**src/hdl/battery_monitor_spi_sequencer_defines.svh**
```systemverilog
// ----------------------------------------------------------------------------
// battery monitor spi sequencer assertion macros
// shared checks with clock and synchronous reset handling
// ----------------------------------------------------------------------------
`ifndef BATTERY_MONITOR_SPI_SEQUENCER_DEFINES_SVH
`define BATTERY_MONITOR_SPI_SEQUENCER_DEFINES_SVH

// check that is off while reset is held
`define BMS_ASSERT(lbl, prop, msg) \
    lbl: assert property (@(posedge i_clk) disable iff (!i_rst_n) prop) else $error(msg);

// check that also holds during reset
`define BMS_ASSERT_ALWAYS(lbl, prop, msg) \
    lbl: assert property (@(posedge i_clk) prop) else $error(msg);

`endif

```
**src/hdl/bms_seq_pkg.sv**
```systemverilog
// ----------------------------------------------------------------------------
// bms_seq_pkg
// types and constants shared by the sequencer controller and datapath
// ----------------------------------------------------------------------------
package bms_seq_pkg;

    // result kinds
    localparam logic [2:0] KIND_SEND    = 3'd0;
    localparam logic [2:0] KIND_RELEASE = 3'd1;
    localparam logic [2:0] KIND_CELL    = 3'd2;
    localparam logic [2:0] KIND_OPEN    = 3'd3;
    localparam logic [2:0] KIND_TEMP    = 3'd4;

    // messages on the bus
    localparam logic [2:0] MSG_IDLE       = 3'd0;
    localparam logic [2:0] MSG_CFG_WRITE  = 3'd1;
    localparam logic [2:0] MSG_CELL_START = 3'd2;
    localparam logic [2:0] MSG_OPEN_START = 3'd3;
    localparam logic [2:0] MSG_CELL_READ  = 3'd4;
    localparam logic [2:0] MSG_TEMP_START = 3'd5;
    localparam logic [2:0] MSG_TEMP_READ  = 3'd6;

    // configuration register indexes
    localparam logic [1:0] REG_RUN_ENABLE     = 2'd0;
    localparam logic [1:0] REG_CONFIG_BYTES   = 2'd1;
    localparam logic [1:0] REG_DISCHARGE_MASK = 2'd2;

    // first bytes of each message
    localparam logic [7:0] CMD_CFG_FIRST   = 8'h01;
    localparam logic [7:0] CMD_CELL_START  = 8'h10;
    localparam logic [7:0] CMD_CELL_READ   = 8'h04;
    localparam logic [7:0] CMD_OPEN_START  = 8'h20;
    localparam logic [7:0] CMD_TEMP_START  = 8'h33;
    localparam logic [7:0] CMD_TEMP_READ   = 8'h0E;
    localparam logic [7:0] BYTE_CFG_PEC    = 8'hC7;
    localparam logic [7:0] BYTE_CELL_PEC   = 8'hB0;
    localparam logic [7:0] BYTE_OPEN_PEC   = 8'h20;
    localparam logic [7:0] BYTE_TEMP_PEC   = 8'h59;
    localparam logic [7:0] BYTE_CREAD_PEC  = 8'hDC;
    localparam logic [7:0] BYTE_TREAD_PEC  = 8'hEA;
    localparam logic [7:0] BYTE_DUMMY      = 8'hFF;

    localparam logic [7:0]  CRC_SEED       = 8'h41;
    localparam logic [7:0]  CRC_POLY       = 8'h07;
    localparam logic [11:0] ADC_OFFSET     = 12'd512;
    localparam logic [47:0] CONFIG_RESET   = 48'hE1;
    localparam logic [2:0]  CFG_LAST_BYTE  = 3'd5;

    typedef enum logic [2:0] {
        EM_TEMP,
        EM_CELL_EVEN,
        EM_CELL_ODD,
        EM_CMD,
        EM_XCHG
    } t_emit_sel;

    typedef struct packed {
        logic       in_take;
        logic       emit;
        t_emit_sel  sel;
        logic       last;
        logic       wait_req;
        logic       cell_open;
        logic [7:0] tx_byte;
        logic [3:0] cell_idx;
        logic [2:0] msg;
        logic [4:0] pos;
        logic       xchg_end;
        logic       crc_step;
        logic       crc_first;
        logic [2:0] crc_idx;
        logic       rd_en;
        logic [4:0] rd_addr;
        logic       latch_b0;
        logic       latch_b1;
    } t_cmd;

    typedef struct packed {
        logic out_free;
        logic run_enable;
    } t_status;

    typedef struct packed {
        logic [2:0]  kind;
        logic [7:0]  tx_byte;
        logic [3:0]  cell_index;
        logic [12:0] value;
        logic        wait_request;
        logic        last;
    } t_result;

endpackage

```
**src/hdl/battery_monitor_spi_sequencer.sv**
```systemverilog
// ----------------------------------------------------------------------------
// battery_monitor_spi_sequencer
// spi command sequencer for a battery-monitor chip with pec and conversions
// ----------------------------------------------------------------------------
// channel   direction  word
// s_axis    in         tuser opcode, tdata rx_byte
// m_axis    out        tuser kind, tdata tx/cell/value/wait, tlast last
// cfg       in         i_cfg_we / i_cfg_index / i_cfg_data
//
// byte exchange word: registered into the result register from the exchange state
// poll words: command steps emit the command byte; step zero emits the temperature,
//   runs the crc over the config bytes, then the command; cell steps emit each cell plus command
// one word at a time, bounded by the controller state machine
// reset is synchronous, active low; read-back store reads zero until written
// a stalled m_axis holds the sequencer, s_axis is taken only when idle
// ----------------------------------------------------------------------------
module battery_monitor_spi_sequencer #(
    parameter int CELL_COUNT      = 12,
    parameter int CELL_READ_BYTES = 18
) (
    input  logic        i_clk,
    input  logic        i_rst_n,
    // configuration writes
    input  logic        i_cfg_we,
    input  logic [1:0]  i_cfg_index,
    input  logic [47:0] i_cfg_data,
    // input words
    input  logic        s_axis_tvalid,
    output logic        s_axis_tready,
    input  logic [7:0]  s_axis_tdata,   // rx_byte[7:0]
    input  logic        s_axis_tuser,   // opcode
    // result words
    output logic        m_axis_tvalid,
    input  logic        m_axis_tready,
    output logic [31:0] m_axis_tdata,   // tx_byte[7:0], cell_index[11:8],
                                        // value[24:12], wait_request[25], zero
    output logic [2:0]  m_axis_tuser,   // kind
    output logic        m_axis_tlast    // last
);
    import bms_seq_pkg::*;

    t_cmd    cmd;
    t_status status;
    t_result result;

    // controller: step, message, byte position
    bms_seq_ctrl #(
        .CELL_COUNT      (CELL_COUNT),
        .CELL_READ_BYTES (CELL_READ_BYTES)
    ) u_ctrl (
        .i_clk      (i_clk),
        .i_rst_n    (i_rst_n),
        .i_in_valid (s_axis_tvalid),
        .i_opcode   (s_axis_tuser),
        .o_in_ready (s_axis_tready),
        .i_status   (status),
        .o_cmd      (cmd)
    );

    // datapath: registers, store, crc, conversions, output register
    bms_seq_dp #(
        .CELL_READ_BYTES (CELL_READ_BYTES)
    ) u_dp (
        .i_clk       (i_clk),
        .i_rst_n     (i_rst_n),
        .i_cfg_we    (i_cfg_we),
        .i_cfg_index (i_cfg_index),
        .i_cfg_data  (i_cfg_data),
        .i_rx_byte   (s_axis_tdata),
        .i_cmd       (cmd),
        .o_status    (status),
        .o_out_valid (m_axis_tvalid),
        .i_out_ready (m_axis_tready),
        .o_result    (result)
    );

    // pack result word, highest field first
    assign m_axis_tdata = {6'd0, result.wait_request, result.value,
                           result.cell_index, result.tx_byte};
    assign m_axis_tuser = result.kind;
    assign m_axis_tlast = result.last;

endmodule

```
**src/hdl/bms_seq_dp.sv**
```systemverilog
// ----------------------------------------------------------------------------
// bms_seq_dp
// config registers, read-back store, pec crc, conversions and output register
// ----------------------------------------------------------------------------
module bms_seq_dp #(
    parameter int CELL_READ_BYTES = 18
) (
    input  logic                 i_clk,
    input  logic                 i_rst_n,
    input  logic                 i_cfg_we,
    input  logic [1:0]           i_cfg_index,
    input  logic [47:0]          i_cfg_data,
    input  logic [7:0]           i_rx_byte,
    input  bms_seq_pkg::t_cmd    i_cmd,
    output bms_seq_pkg::t_status o_status,
    output logic                 o_out_valid,
    input  logic                 i_out_ready,
    output bms_seq_pkg::t_result o_result
);
    import bms_seq_pkg::*;

    localparam int SW = (CELL_READ_BYTES > 1) ? $clog2(CELL_READ_BYTES) : 1;

    logic                       r_run_enable;
    logic [47:0]                r_config_bytes;
    logic [11:0]                r_discharge_mask;
    logic [7:0]                 r_rx;
    logic [7:0]                 r_store [CELL_READ_BYTES];
    logic [CELL_READ_BYTES-1:0] r_store_valid;
    logic [7:0]                 r_rd;
    logic [7:0]                 r_b0;
    logic [7:0]                 r_b1;
    logic [7:0]                 r_temp0;
    logic [7:0]                 r_temp1;
    logic [7:0]                 r_crc;
    logic                       r_out_valid;
    t_result                    r_out;

    t_result    n_out;
    logic [7:0] xchg_byte;
    logic [7:0] crc_in;
    logic       store_wr;
    logic [4:0] store_addr;
    logic [11:0] cell_raw;
    logic [11:0] cell_diff;
    logic [13:0] cell_x3;
    logic [11:0] temp_raw;
    logic [11:0] temp_diff;
    logic [13:0] temp_x3;

    function automatic logic [7:0] cfg_byte(input logic [2:0] idx, input logic [47:0] cfg,
                                            input logic [11:0] mask);
        logic [7:0] b;
        unique case (idx)
            3'd0:    b = cfg[7:0];
            3'd1:    b = mask[7:0];
            3'd2:    b = {cfg[23:20], mask[11:8]};
            3'd3:    b = cfg[31:24];
            3'd4:    b = cfg[39:32];
            3'd5:    b = cfg[47:40];
            default: b = 8'h00;
        endcase
        return b;
    endfunction

    // msb-first crc-8, one byte
    function automatic logic [7:0] crc8_byte(input logic [7:0] crc, input logic [7:0] d);
        logic [7:0] c;
        logic       fb;
        c = crc;
        for (int i = 7; i >= 0; i--) begin
            fb = c[7] ^ d[i];
            c  = {c[6:0], 1'b0};
            if (fb) c = c ^ CRC_POLY;
        end
        return c;
    endfunction

    assign crc_in = i_cmd.crc_first ? CRC_SEED : r_crc;

    // byte to send during a message exchange
    always_comb begin
        xchg_byte = BYTE_DUMMY;
        unique case (i_cmd.msg)
            MSG_CFG_WRITE: begin
                if (i_cmd.pos == 5'd0)      xchg_byte = BYTE_CFG_PEC;
                else if (i_cmd.pos == 5'd7) xchg_byte = r_crc;
                else xchg_byte = cfg_byte(3'(i_cmd.pos - 5'd1), r_config_bytes,
                                          r_discharge_mask);
            end
            MSG_CELL_START: xchg_byte = BYTE_CELL_PEC;
            MSG_OPEN_START: xchg_byte = BYTE_OPEN_PEC;
            MSG_TEMP_START: xchg_byte = BYTE_TEMP_PEC;
            MSG_CELL_READ:  xchg_byte = (i_cmd.pos == 5'd0) ? BYTE_CREAD_PEC : BYTE_DUMMY;
            MSG_TEMP_READ:  xchg_byte = (i_cmd.pos == 5'd0) ? BYTE_TREAD_PEC : BYTE_DUMMY;
            default:        xchg_byte = BYTE_DUMMY;
        endcase
    end

    assign store_wr   = i_cmd.emit && (i_cmd.sel == EM_XCHG) && !i_cmd.xchg_end
                        && (i_cmd.msg == MSG_CELL_READ) && (i_cmd.pos >= 5'd2);
    assign store_addr = i_cmd.pos - 5'd2;

    // conversions, offset floored at zero
    assign cell_raw  = (i_cmd.sel == EM_CELL_EVEN) ? {r_b1[3:0], r_b0} : {r_rd, r_b1[7:4]};
    assign cell_diff = (cell_raw > ADC_OFFSET) ? cell_raw - ADC_OFFSET : 12'd0;
    assign cell_x3   = {2'b00, cell_diff} + {1'b0, cell_diff, 1'b0};
    assign temp_raw  = {r_temp1[3:0], r_temp0};
    assign temp_diff = (temp_raw > ADC_OFFSET) ? temp_raw - ADC_OFFSET : 12'd0;
    assign temp_x3   = {2'b00, temp_diff} + {1'b0, temp_diff, 1'b0};

    always_comb begin
        n_out              = '0;
        n_out.last         = i_cmd.last;
        n_out.wait_request = i_cmd.wait_req;
        unique case (i_cmd.sel)
            EM_TEMP: begin
                n_out.kind  = KIND_TEMP;
                n_out.value = 13'(temp_x3[13:4]);
            end
            EM_CELL_EVEN, EM_CELL_ODD: begin
                n_out.kind       = i_cmd.cell_open ? KIND_OPEN : KIND_CELL;
                n_out.cell_index = i_cmd.cell_idx;
                n_out.value      = cell_x3[13:1];
            end
            EM_CMD: begin
                n_out.kind    = KIND_SEND;
                n_out.tx_byte = i_cmd.tx_byte;
            end
            EM_XCHG: begin
                n_out.kind    = i_cmd.xchg_end ? KIND_RELEASE : KIND_SEND;
                n_out.tx_byte = i_cmd.xchg_end ? 8'h00 : xchg_byte;
            end
            default: n_out.kind = KIND_SEND;
        endcase
    end

    // store payload, no reset needed
    always_ff @(posedge i_clk) begin
        if (store_wr) begin
            r_store[store_addr[SW-1:0]] <= r_rx;
        end
        if (i_cmd.in_take) begin
            r_rx <= i_rx_byte;
        end
        if (i_cmd.latch_b0) r_b0 <= r_rd;
        if (i_cmd.latch_b1) r_b1 <= r_rd;
        if (i_cmd.emit) r_out <= n_out;
    end

    always_ff @(posedge i_clk) begin
        if (!i_rst_n) begin
            r_run_enable     <= 1'b0;
            r_config_bytes   <= CONFIG_RESET;
            r_discharge_mask <= 12'd0;
            r_store_valid    <= '0;
            r_rd             <= 8'h00;
            r_temp0          <= 8'h00;
            r_temp1          <= 8'h00;
            r_crc            <= CRC_SEED;
            r_out_valid      <= 1'b0;
        end else begin
            if (i_cfg_we) begin
                unique case (i_cfg_index)
                    REG_RUN_ENABLE:     r_run_enable     <= i_cfg_data[0];
                    REG_CONFIG_BYTES:   r_config_bytes   <= i_cfg_data;
                    REG_DISCHARGE_MASK: r_discharge_mask <= i_cfg_data[11:0];
                    default: ;
                endcase
            end
            if (store_wr) r_store_valid[store_addr[SW-1:0]] <= 1'b1;
            if (i_cmd.rd_en) begin
                if ((i_cmd.rd_addr < 5'(CELL_READ_BYTES))
                        && r_store_valid[i_cmd.rd_addr[SW-1:0]]) begin
                    r_rd <= r_store[i_cmd.rd_addr[SW-1:0]];
                end else begin
                    r_rd <= 8'h00;
                end
            end
            if (i_cmd.emit && (i_cmd.sel == EM_XCHG) && !i_cmd.xchg_end
                    && (i_cmd.msg == MSG_TEMP_READ)) begin
                if (i_cmd.pos == 5'd5) r_temp0 <= r_rx;
                if (i_cmd.pos == 5'd6) r_temp1 <= r_rx;
            end
            if (i_cmd.crc_step) begin
                r_crc <= crc8_byte(crc_in, cfg_byte(i_cmd.crc_idx, r_config_bytes,
                                                    r_discharge_mask));
            end
            if (i_cmd.emit) r_out_valid <= 1'b1;
            else if (i_out_ready) r_out_valid <= 1'b0;
        end
    end

    assign o_status.out_free   = !r_out_valid || i_out_ready;
    assign o_status.run_enable = r_run_enable;
    assign o_out_valid         = r_out_valid;
    assign o_result            = r_out;

endmodule

```
**src/hdl/bms_seq_ctrl.sv**
```systemverilog
// ----------------------------------------------------------------------------
// bms_seq_ctrl
// sequence step, active message and byte position; drives the datapath
// ----------------------------------------------------------------------------
`include "battery_monitor_spi_sequencer_defines.svh"

module bms_seq_ctrl #(
    parameter int CELL_COUNT      = 12,
    parameter int CELL_READ_BYTES = 18
) (
    input  logic                 i_clk,
    input  logic                 i_rst_n,
    input  logic                 i_in_valid,
    input  logic                 i_opcode,
    output logic                 o_in_ready,
    input  bms_seq_pkg::t_status i_status,
    output bms_seq_pkg::t_cmd    o_cmd
);
    import bms_seq_pkg::*;

    typedef enum logic [3:0] {
        S_IDLE,
        S_XCHG,
        S_TEMP,
        S_CRC,
        S_CMD,
        S_RD0,
        S_RD1,
        S_RD2,
        S_EVEN,
        S_ODD
    } t_state;

    t_state     r_state;
    logic [2:0] r_step;
    logic [2:0] r_active;
    logic [4:0] r_pos;
    logic [2:0] r_crc_idx;
    logic [3:0] r_cell;
    logic [4:0] r_addr;

    logic       xchg_end;
    logic [7:0] step_byte;
    logic [2:0] step_msg;
    logic       step_wait;
    logic [2:0] step_next;
    logic       cell_done;

    // end of message once all bytes are out
    always_comb begin
        unique case (r_active)
            MSG_CFG_WRITE:  xchg_end = (r_pos >= 5'd8);
            MSG_CELL_READ:  xchg_end = (r_pos >= 5'(CELL_READ_BYTES + 2));
            MSG_TEMP_READ:  xchg_end = (r_pos >= 5'd7);
            default:        xchg_end = (r_pos >= 5'd1);
        endcase
    end

    always_comb begin
        step_wait = 1'b0;
        unique case (r_step)
            3'd0: begin step_byte = CMD_CFG_FIRST;  step_msg = MSG_CFG_WRITE;  step_next = 3'd1; end
            3'd1: begin
                step_byte = CMD_CELL_START; step_msg = MSG_CELL_START; step_next = 3'd2;
                step_wait = 1'b1;
            end
            3'd2: begin step_byte = CMD_CELL_READ;  step_msg = MSG_CELL_READ;  step_next = 3'd3; end
            3'd3: begin
                step_byte = CMD_OPEN_START; step_msg = MSG_OPEN_START; step_next = 3'd4;
                step_wait = 1'b1;
            end
            3'd4: begin step_byte = CMD_CELL_READ;  step_msg = MSG_CELL_READ;  step_next = 3'd5; end
            3'd5: begin step_byte = CMD_TEMP_START; step_msg = MSG_TEMP_START; step_next = 3'd6; end
            3'd6: begin step_byte = CMD_TEMP_READ;  step_msg = MSG_TEMP_READ;  step_next = 3'd0; end
            default: begin step_byte = 8'h00; step_msg = MSG_IDLE; step_next = 3'd0; end
        endcase
    end

    assign cell_done  = (r_cell == 4'(CELL_COUNT - 1));
    assign o_in_ready = (r_state == S_IDLE);

    always_comb begin
        o_cmd           = '0;
        o_cmd.sel       = EM_CMD;
        o_cmd.msg       = r_active;
        o_cmd.pos       = r_pos;
        o_cmd.xchg_end  = xchg_end;
        o_cmd.crc_idx   = r_crc_idx;
        o_cmd.crc_first = (r_crc_idx == 3'd0);
        o_cmd.rd_addr   = r_addr;
        o_cmd.cell_idx  = r_cell;
        o_cmd.cell_open = (r_step == 3'd5);
        o_cmd.tx_byte   = step_byte;
        unique case (r_state)
            S_IDLE: o_cmd.in_take = i_in_valid;
            S_XCHG: begin
                o_cmd.sel  = EM_XCHG;
                o_cmd.emit = i_status.out_free;
                o_cmd.last = 1'b1;
            end
            S_TEMP: begin
                o_cmd.sel  = EM_TEMP;
                o_cmd.emit = i_status.out_free;
            end
            S_CRC:  o_cmd.crc_step = 1'b1;
            S_CMD: begin
                o_cmd.emit     = i_status.out_free;
                o_cmd.last     = 1'b1;
                o_cmd.wait_req = step_wait;
            end
            S_RD0:  o_cmd.rd_en = 1'b1;
            S_RD1: begin
                o_cmd.rd_en    = 1'b1;
                o_cmd.latch_b0 = 1'b1;
            end
            S_RD2: begin
                o_cmd.rd_en    = 1'b1;
                o_cmd.latch_b1 = 1'b1;
            end
            S_EVEN: begin
                o_cmd.sel  = EM_CELL_EVEN;
                o_cmd.emit = i_status.out_free;
            end
            S_ODD: begin
                o_cmd.sel  = EM_CELL_ODD;
                o_cmd.emit = i_status.out_free;
            end
            default: ;
        endcase
    end

    always_ff @(posedge i_clk) begin
        if (!i_rst_n) begin
            r_state   <= S_IDLE;
            r_step    <= 3'd0;
            r_active  <= MSG_IDLE;
            r_pos     <= 5'd0;
            r_crc_idx <= 3'd0;
            r_cell    <= 4'd0;
            r_addr    <= 5'd0;
        end else begin
            unique case (r_state)
                S_IDLE: begin
                    if (i_in_valid) begin
                        r_crc_idx <= 3'd0;
                        r_cell    <= 4'd0;
                        r_addr    <= 5'd0;
                        if (i_opcode) begin
                            if (r_active != MSG_IDLE) r_state <= S_XCHG;
                        end else if (r_active == MSG_IDLE && i_status.run_enable) begin
                            priority case (r_step)
                                3'd0:       r_state <= S_TEMP;
                                3'd3, 3'd5: r_state <= S_RD0;
                                3'd7:       r_step  <= 3'd0;
                                default:    r_state <= S_CMD;
                            endcase
                        end
                    end
                end
                S_XCHG: begin
                    if (i_status.out_free) begin
                        if (xchg_end) r_active <= MSG_IDLE;
                        else r_pos <= r_pos + 5'd1;
                        r_state <= S_IDLE;
                    end
                end
                S_TEMP: if (i_status.out_free) r_state <= S_CRC;
                S_CRC: begin
                    r_crc_idx <= r_crc_idx + 3'd1;
                    if (r_crc_idx == CFG_LAST_BYTE) r_state <= S_CMD;
                end
                S_CMD: begin
                    if (i_status.out_free) begin
                        r_active <= step_msg;
                        r_pos    <= 5'd0;
                        r_step   <= step_next;
                        r_state  <= S_IDLE;
                    end
                end
                S_RD0: begin
                    r_addr  <= r_addr + 5'd1;
                    r_state <= S_RD1;
                end
                S_RD1: begin
                    r_addr  <= r_addr + 5'd1;
                    r_state <= S_RD2;
                end
                S_RD2: begin
                    r_addr  <= r_addr + 5'd1;
                    r_state <= S_EVEN;
                end
                S_EVEN: begin
                    if (i_status.out_free) begin
                        r_cell  <= r_cell + 4'd1;
                        r_state <= cell_done ? S_CMD : S_ODD;
                    end
                end
                S_ODD: begin
                    if (i_status.out_free) begin
                        r_cell  <= r_cell + 4'd1;
                        r_state <= cell_done ? S_CMD : S_RD0;
                    end
                end
                default: r_state <= S_IDLE;
            endcase
        end
    end

    `BMS_ASSERT(a_emit_needs_room, o_cmd.emit |-> i_status.out_free, "emit with output full")
    `BMS_ASSERT(a_xchg_has_msg, (r_state == S_XCHG) |-> (r_active != MSG_IDLE), "exchange while idle")
    `BMS_ASSERT(a_cmd_opens_msg, (r_state == S_CMD && i_status.out_free) |=> (r_active != MSG_IDLE), "command left bus idle")
    `BMS_ASSERT(a_pos_bound, r_pos <= 5'(CELL_READ_BYTES + 2), "byte position out of range")

endmodule
```
**config.mk**
```make
export PLATFORM = sky130hd
export DESIGN_NAME = battery_monitor_spi_sequencer
export DESIGN_NICKNAME = d
export VERILOG_FILES = /design/src/hdl/bms_seq_pkg.sv /design/src/hdl/battery_monitor_spi_sequencer.sv /design/src/hdl/bms_seq_dp.sv /design/src/hdl/bms_seq_ctrl.sv
export VERILOG_INCLUDE_DIRS = /design/src /design/src/hdl
export SDC_FILE = /design/constraint.sdc
export NUM_CORES = 1
export LEC_CHECK = 0
export ABC_AREA = 1
export BUFFER_PORTS_ARGS = -buffer_cell sky130_fd_sc_hd__buf_2
export CAP_MARGIN = 30
export CORE_AREA = 2 2 154 216
export DETAILED_ROUTE_END_ITERATION = 7
export DIE_AREA = 0 0 156 218
export PLACE_DENSITY = 0.65
export SLEW_MARGIN = 10
export SYNTH_ARGS = -nofsm -noshare
export SYNTH_HDL_FRONTEND = slang
export SYNTH_SLANG_ARGS = --single-unit
```
**constraint.sdc**
```tcl
create_clock -name i_clk -period 6.8 [get_ports i_clk]
set_clock_uncertainty 0.2 [all_clocks]
set_input_delay 1.36 -clock i_clk [delete_from_list [all_inputs] [get_ports i_clk]]
set_output_delay 1.36 -clock i_clk [all_outputs]
set_load 0.02 [all_outputs]
```
==> results.ini <==
[worst_setup_path]
crit_buf_inv = 5
worstReg2RegStart = u_ctrl.r_state[1]
crit_path_start = u_ctrl.r_state[1]
cp_num_cells = 13
critPathSlowestCell = nor2_1
crit_path_frequent_cell = inv_1
crit_arrival_ns = 3.98
rrSetupSlack_ns = 2.85
cp_top_family = simple AND/OR/NAND/NOR gates
rr_worst_depth = 13
cp_max_fo = 23
endpoint_kind = flip-flop
crit_type = reg2reg
worstSetupEndpoint = u_dp.r_store[2][3]
r2r-end = u_dp.r_store[2][3]
worstPathCellList = inv_1 -> nor3_2 -> inv_1 -> nor2_1 -> nor3_2 -> nand3_1 -> inv_2 -> nor2_4 -> buf_16 -> nand4_2 -> nor2_1 -> nand2_1 -> inv_1
startpoint_type = flip-flop
cp.required_ns = 6.83
cp_slowest_stage_delay_ns = 0.62

[routing]
avgRoutedWirePerCell_um = 17.4
ant_nets = 0
vias = 12700
drt_wl_total_mm = 39.8
viasPerCell = 5.54
drc = 0
drt-initial-drc-count = 713
firstDrtPassIters = 5

[place]
hpwl_mm = 27.6
gp_congestion = 0.901
port_buffers = 87
preCtsSetupSlack_ns = 2.39

[sta]
tightest_slew_ns = 0.905
grt_setup_unrepaired = false
worst_slack_ns = 2.85
slew_violations = 0
clock.fmax_mhz = 253
setup_tns_ns = 0
setup_viol = 0
hold_ws_ns = 0.261
max-slew-margin-rel_pct = 39.5
hold_violations = 0
fin_crit_ns = 3.95
min_period_over_period_pct = 58.1

[clocking]
cts_setup_buffers = 0
clkTransAtPathRegs_ns = 0.07
hold_buffers = 0
cts_buffers = 30
clock-root-buffer = clkbuf_16
cts.path.max_buffers = 3
worstSkewPairLatency_ns = 0.60
cts_tree = built
cts_sinks = 326
post_cts_resized = 0
htree_levels = 1

[floorplanning]
die_w_um = 156
core_area_sq_um = 32100
start_util_pct = 49.5
rows = 78
ios = 102
die_area_sq_um = 34000
die_h_um = 218

[cells_and_area]
nNetsFinal = 1972
mostFrequentLayoutCells = 353 x nand2_1, 198 x inv_1, 198 x edfxtp_1
fillers = 2924
final_common_cell = nand2_1
syn2layout_area_growth_pct = 11.3
utilization_pct = 55.1
diodes = 0
drive_above_1_share_pct = 11.7
multi_input_area_sq_um = 6260
seqCellArea_sq_um = 8510

[pwr]
seq_power_share_pct = 45.8
p_leak_nw = 7.04
switching_share_pct = 32.3
p_per_area_nw_per_um2 = 309
switching_power_mw = 1.76
combPwrFrac_pct = 22.5
p_clk_share_pct = 31.7
irDropWorstVdd_uv = 267
p_int_mw = 3.70

[synth]
async_flop_share_pct = 0
ys.flop_type = edfxtp_1
syn_area_per_cell_sq_um = 8.84
yosysSeqAreaShare_pct = 53.5
ys_ff_latch = 326
synth.cell_area_sq_um = 15900
ys.warnings.count = 0
synth_edf_count = 198
post_synth_num_cell_types = 65
netlist_instances = 1799

[global_routing]
grt-ovfl-total = 0
grt_max_degree = 74
first_global_vias = 12300
grt_use_total_pct = 23.6
antenna_found_initial = 0
grt_pass1_wl_mm = 63.5

[worst_hold_path]
hp-class = reg2reg
min-delay-start = u_dp.r_store_valid[16]

[flow_run]
cap_violations = 0

[status]
status = complete, no violations

synthesized netlist by cell type, drive strengths merged (19+ instances only):
library cell  number  area (sq um)
a21oi            168           845
buf               23           145
clkbuf            45           169
dfxtp            128          2560
edfxtp           198          5950
ha                39           488
inv              219           822
nand2            371          1450
nand3             85           453
nor2             183           766
nor3              27           145
o211ai            23           173
o21ai            130           658
o22ai             19           119
worst min path at each step:
stage	end	slack, ns	cells past startpoint
final	u_dp.r_store_valid[16]	0.26	2
after detailed placement	u_dp.r_store_valid[16]	0.25	2
after global routing	u_dp.r_store_valid[6]	0.28	2
after CTS	u_dp.r_store_valid[16]	0.26	2
after floorplan	u_dp.r_store_valid[16]	0.23	2
after global placement	u_dp.r_store_valid[16]	0.24	2
through the flow:
step	cells	power, mW	cell area (sq um)
after floorplan	1804	3.36	15900
after global placement	2233	3.72	16600
after detailed placement	2234	3.74	16600
after CTS	2290	5.46	17600
after global routing	2293	5.71	17700
final	2293	5.46	17700
final cells by class:
class	count	area share [%]
Sequential cell	326	48.1
Multi-Input combinational cell	1186	35.4
Clock buffer	43	4.76
Inverter	224	4.75
Timing Repair Buffer	101	3.21
Tap cell	400	2.83
Clock inverter	13	0.983
kinds of logic (layout without fill, tap and decap cells):
kind of cell / count (synthesis) / in the layout / share of synthesized area (%)
buffers and inverters: 292 / 381 / 7.26
AOI/OAI and AO/OA: 410 / 410 / 15.1
DFF: 326 / 326 / 53.5
and+or+nand+nor: 706 / 706 / 19.6
adders and majority gates: 39 / 39 / 3.07
xor gates and xnor gates: 18 / 18 / 1.04
muxes: 7 / 7 / 0.441
other: 1 / 6 / 0.0236
per-layer routing:
metal  track usage (%)  vias up  routed length (um)
met2              43.6      346               20700
met3              2.07       82                1830
met5                 0        -                   0
li1                  -     6248                   -
met1              28.1     6030               15700
met4              9.54        0                1570
power groups by stage:
stage          clock network (mW)  logic [mW]  registers, mW
3_3_place_gp                    0        1.18           2.54
4_1_cts                      1.75        1.20           2.51
3_5_place_dp                    0        1.19           2.55
5_1_grt                      1.82        1.36           2.53
6_report                     1.73        1.23           2.50
2_1_floorplan                   0       0.753           2.61
flip-flops by register name, summed over array words and instances (netlist names), 5 cells and up, named ones only:
name                   count
u_dp.o_result             30
u_dp.r_store             144
u_dp.r_store_valid        18
u_dp.r_rx                  8
u_ctrl.r_addr              5
u_dp.r_config_bytes       36
u_dp.r_temp0               8
u_dp.r_b0                  8
u_dp.r_b1                  8
u_dp.r_rd                  8
u_ctrl.r_pos               5
u_dp.r_crc                 8
u_dp.r_discharge_mask     12
worst register-to-register path, cell delays in order, from the launching register on:
cell and delay, ns:
dfxtp_1 0.41, inv_1 0.12, nor3_2 0.15, inv_1 0.09, nor2_1 0.62, nor3_2 0.20, nand3_1 0.14, inv_2 0.07
nor2_4 0.28, buf_16 0.22, nand4_2 0.21, nor2_1 0.45, nand2_1 0.15, inv_1 0.30
No activity file was read; power rests on OpenSTA's default activity.
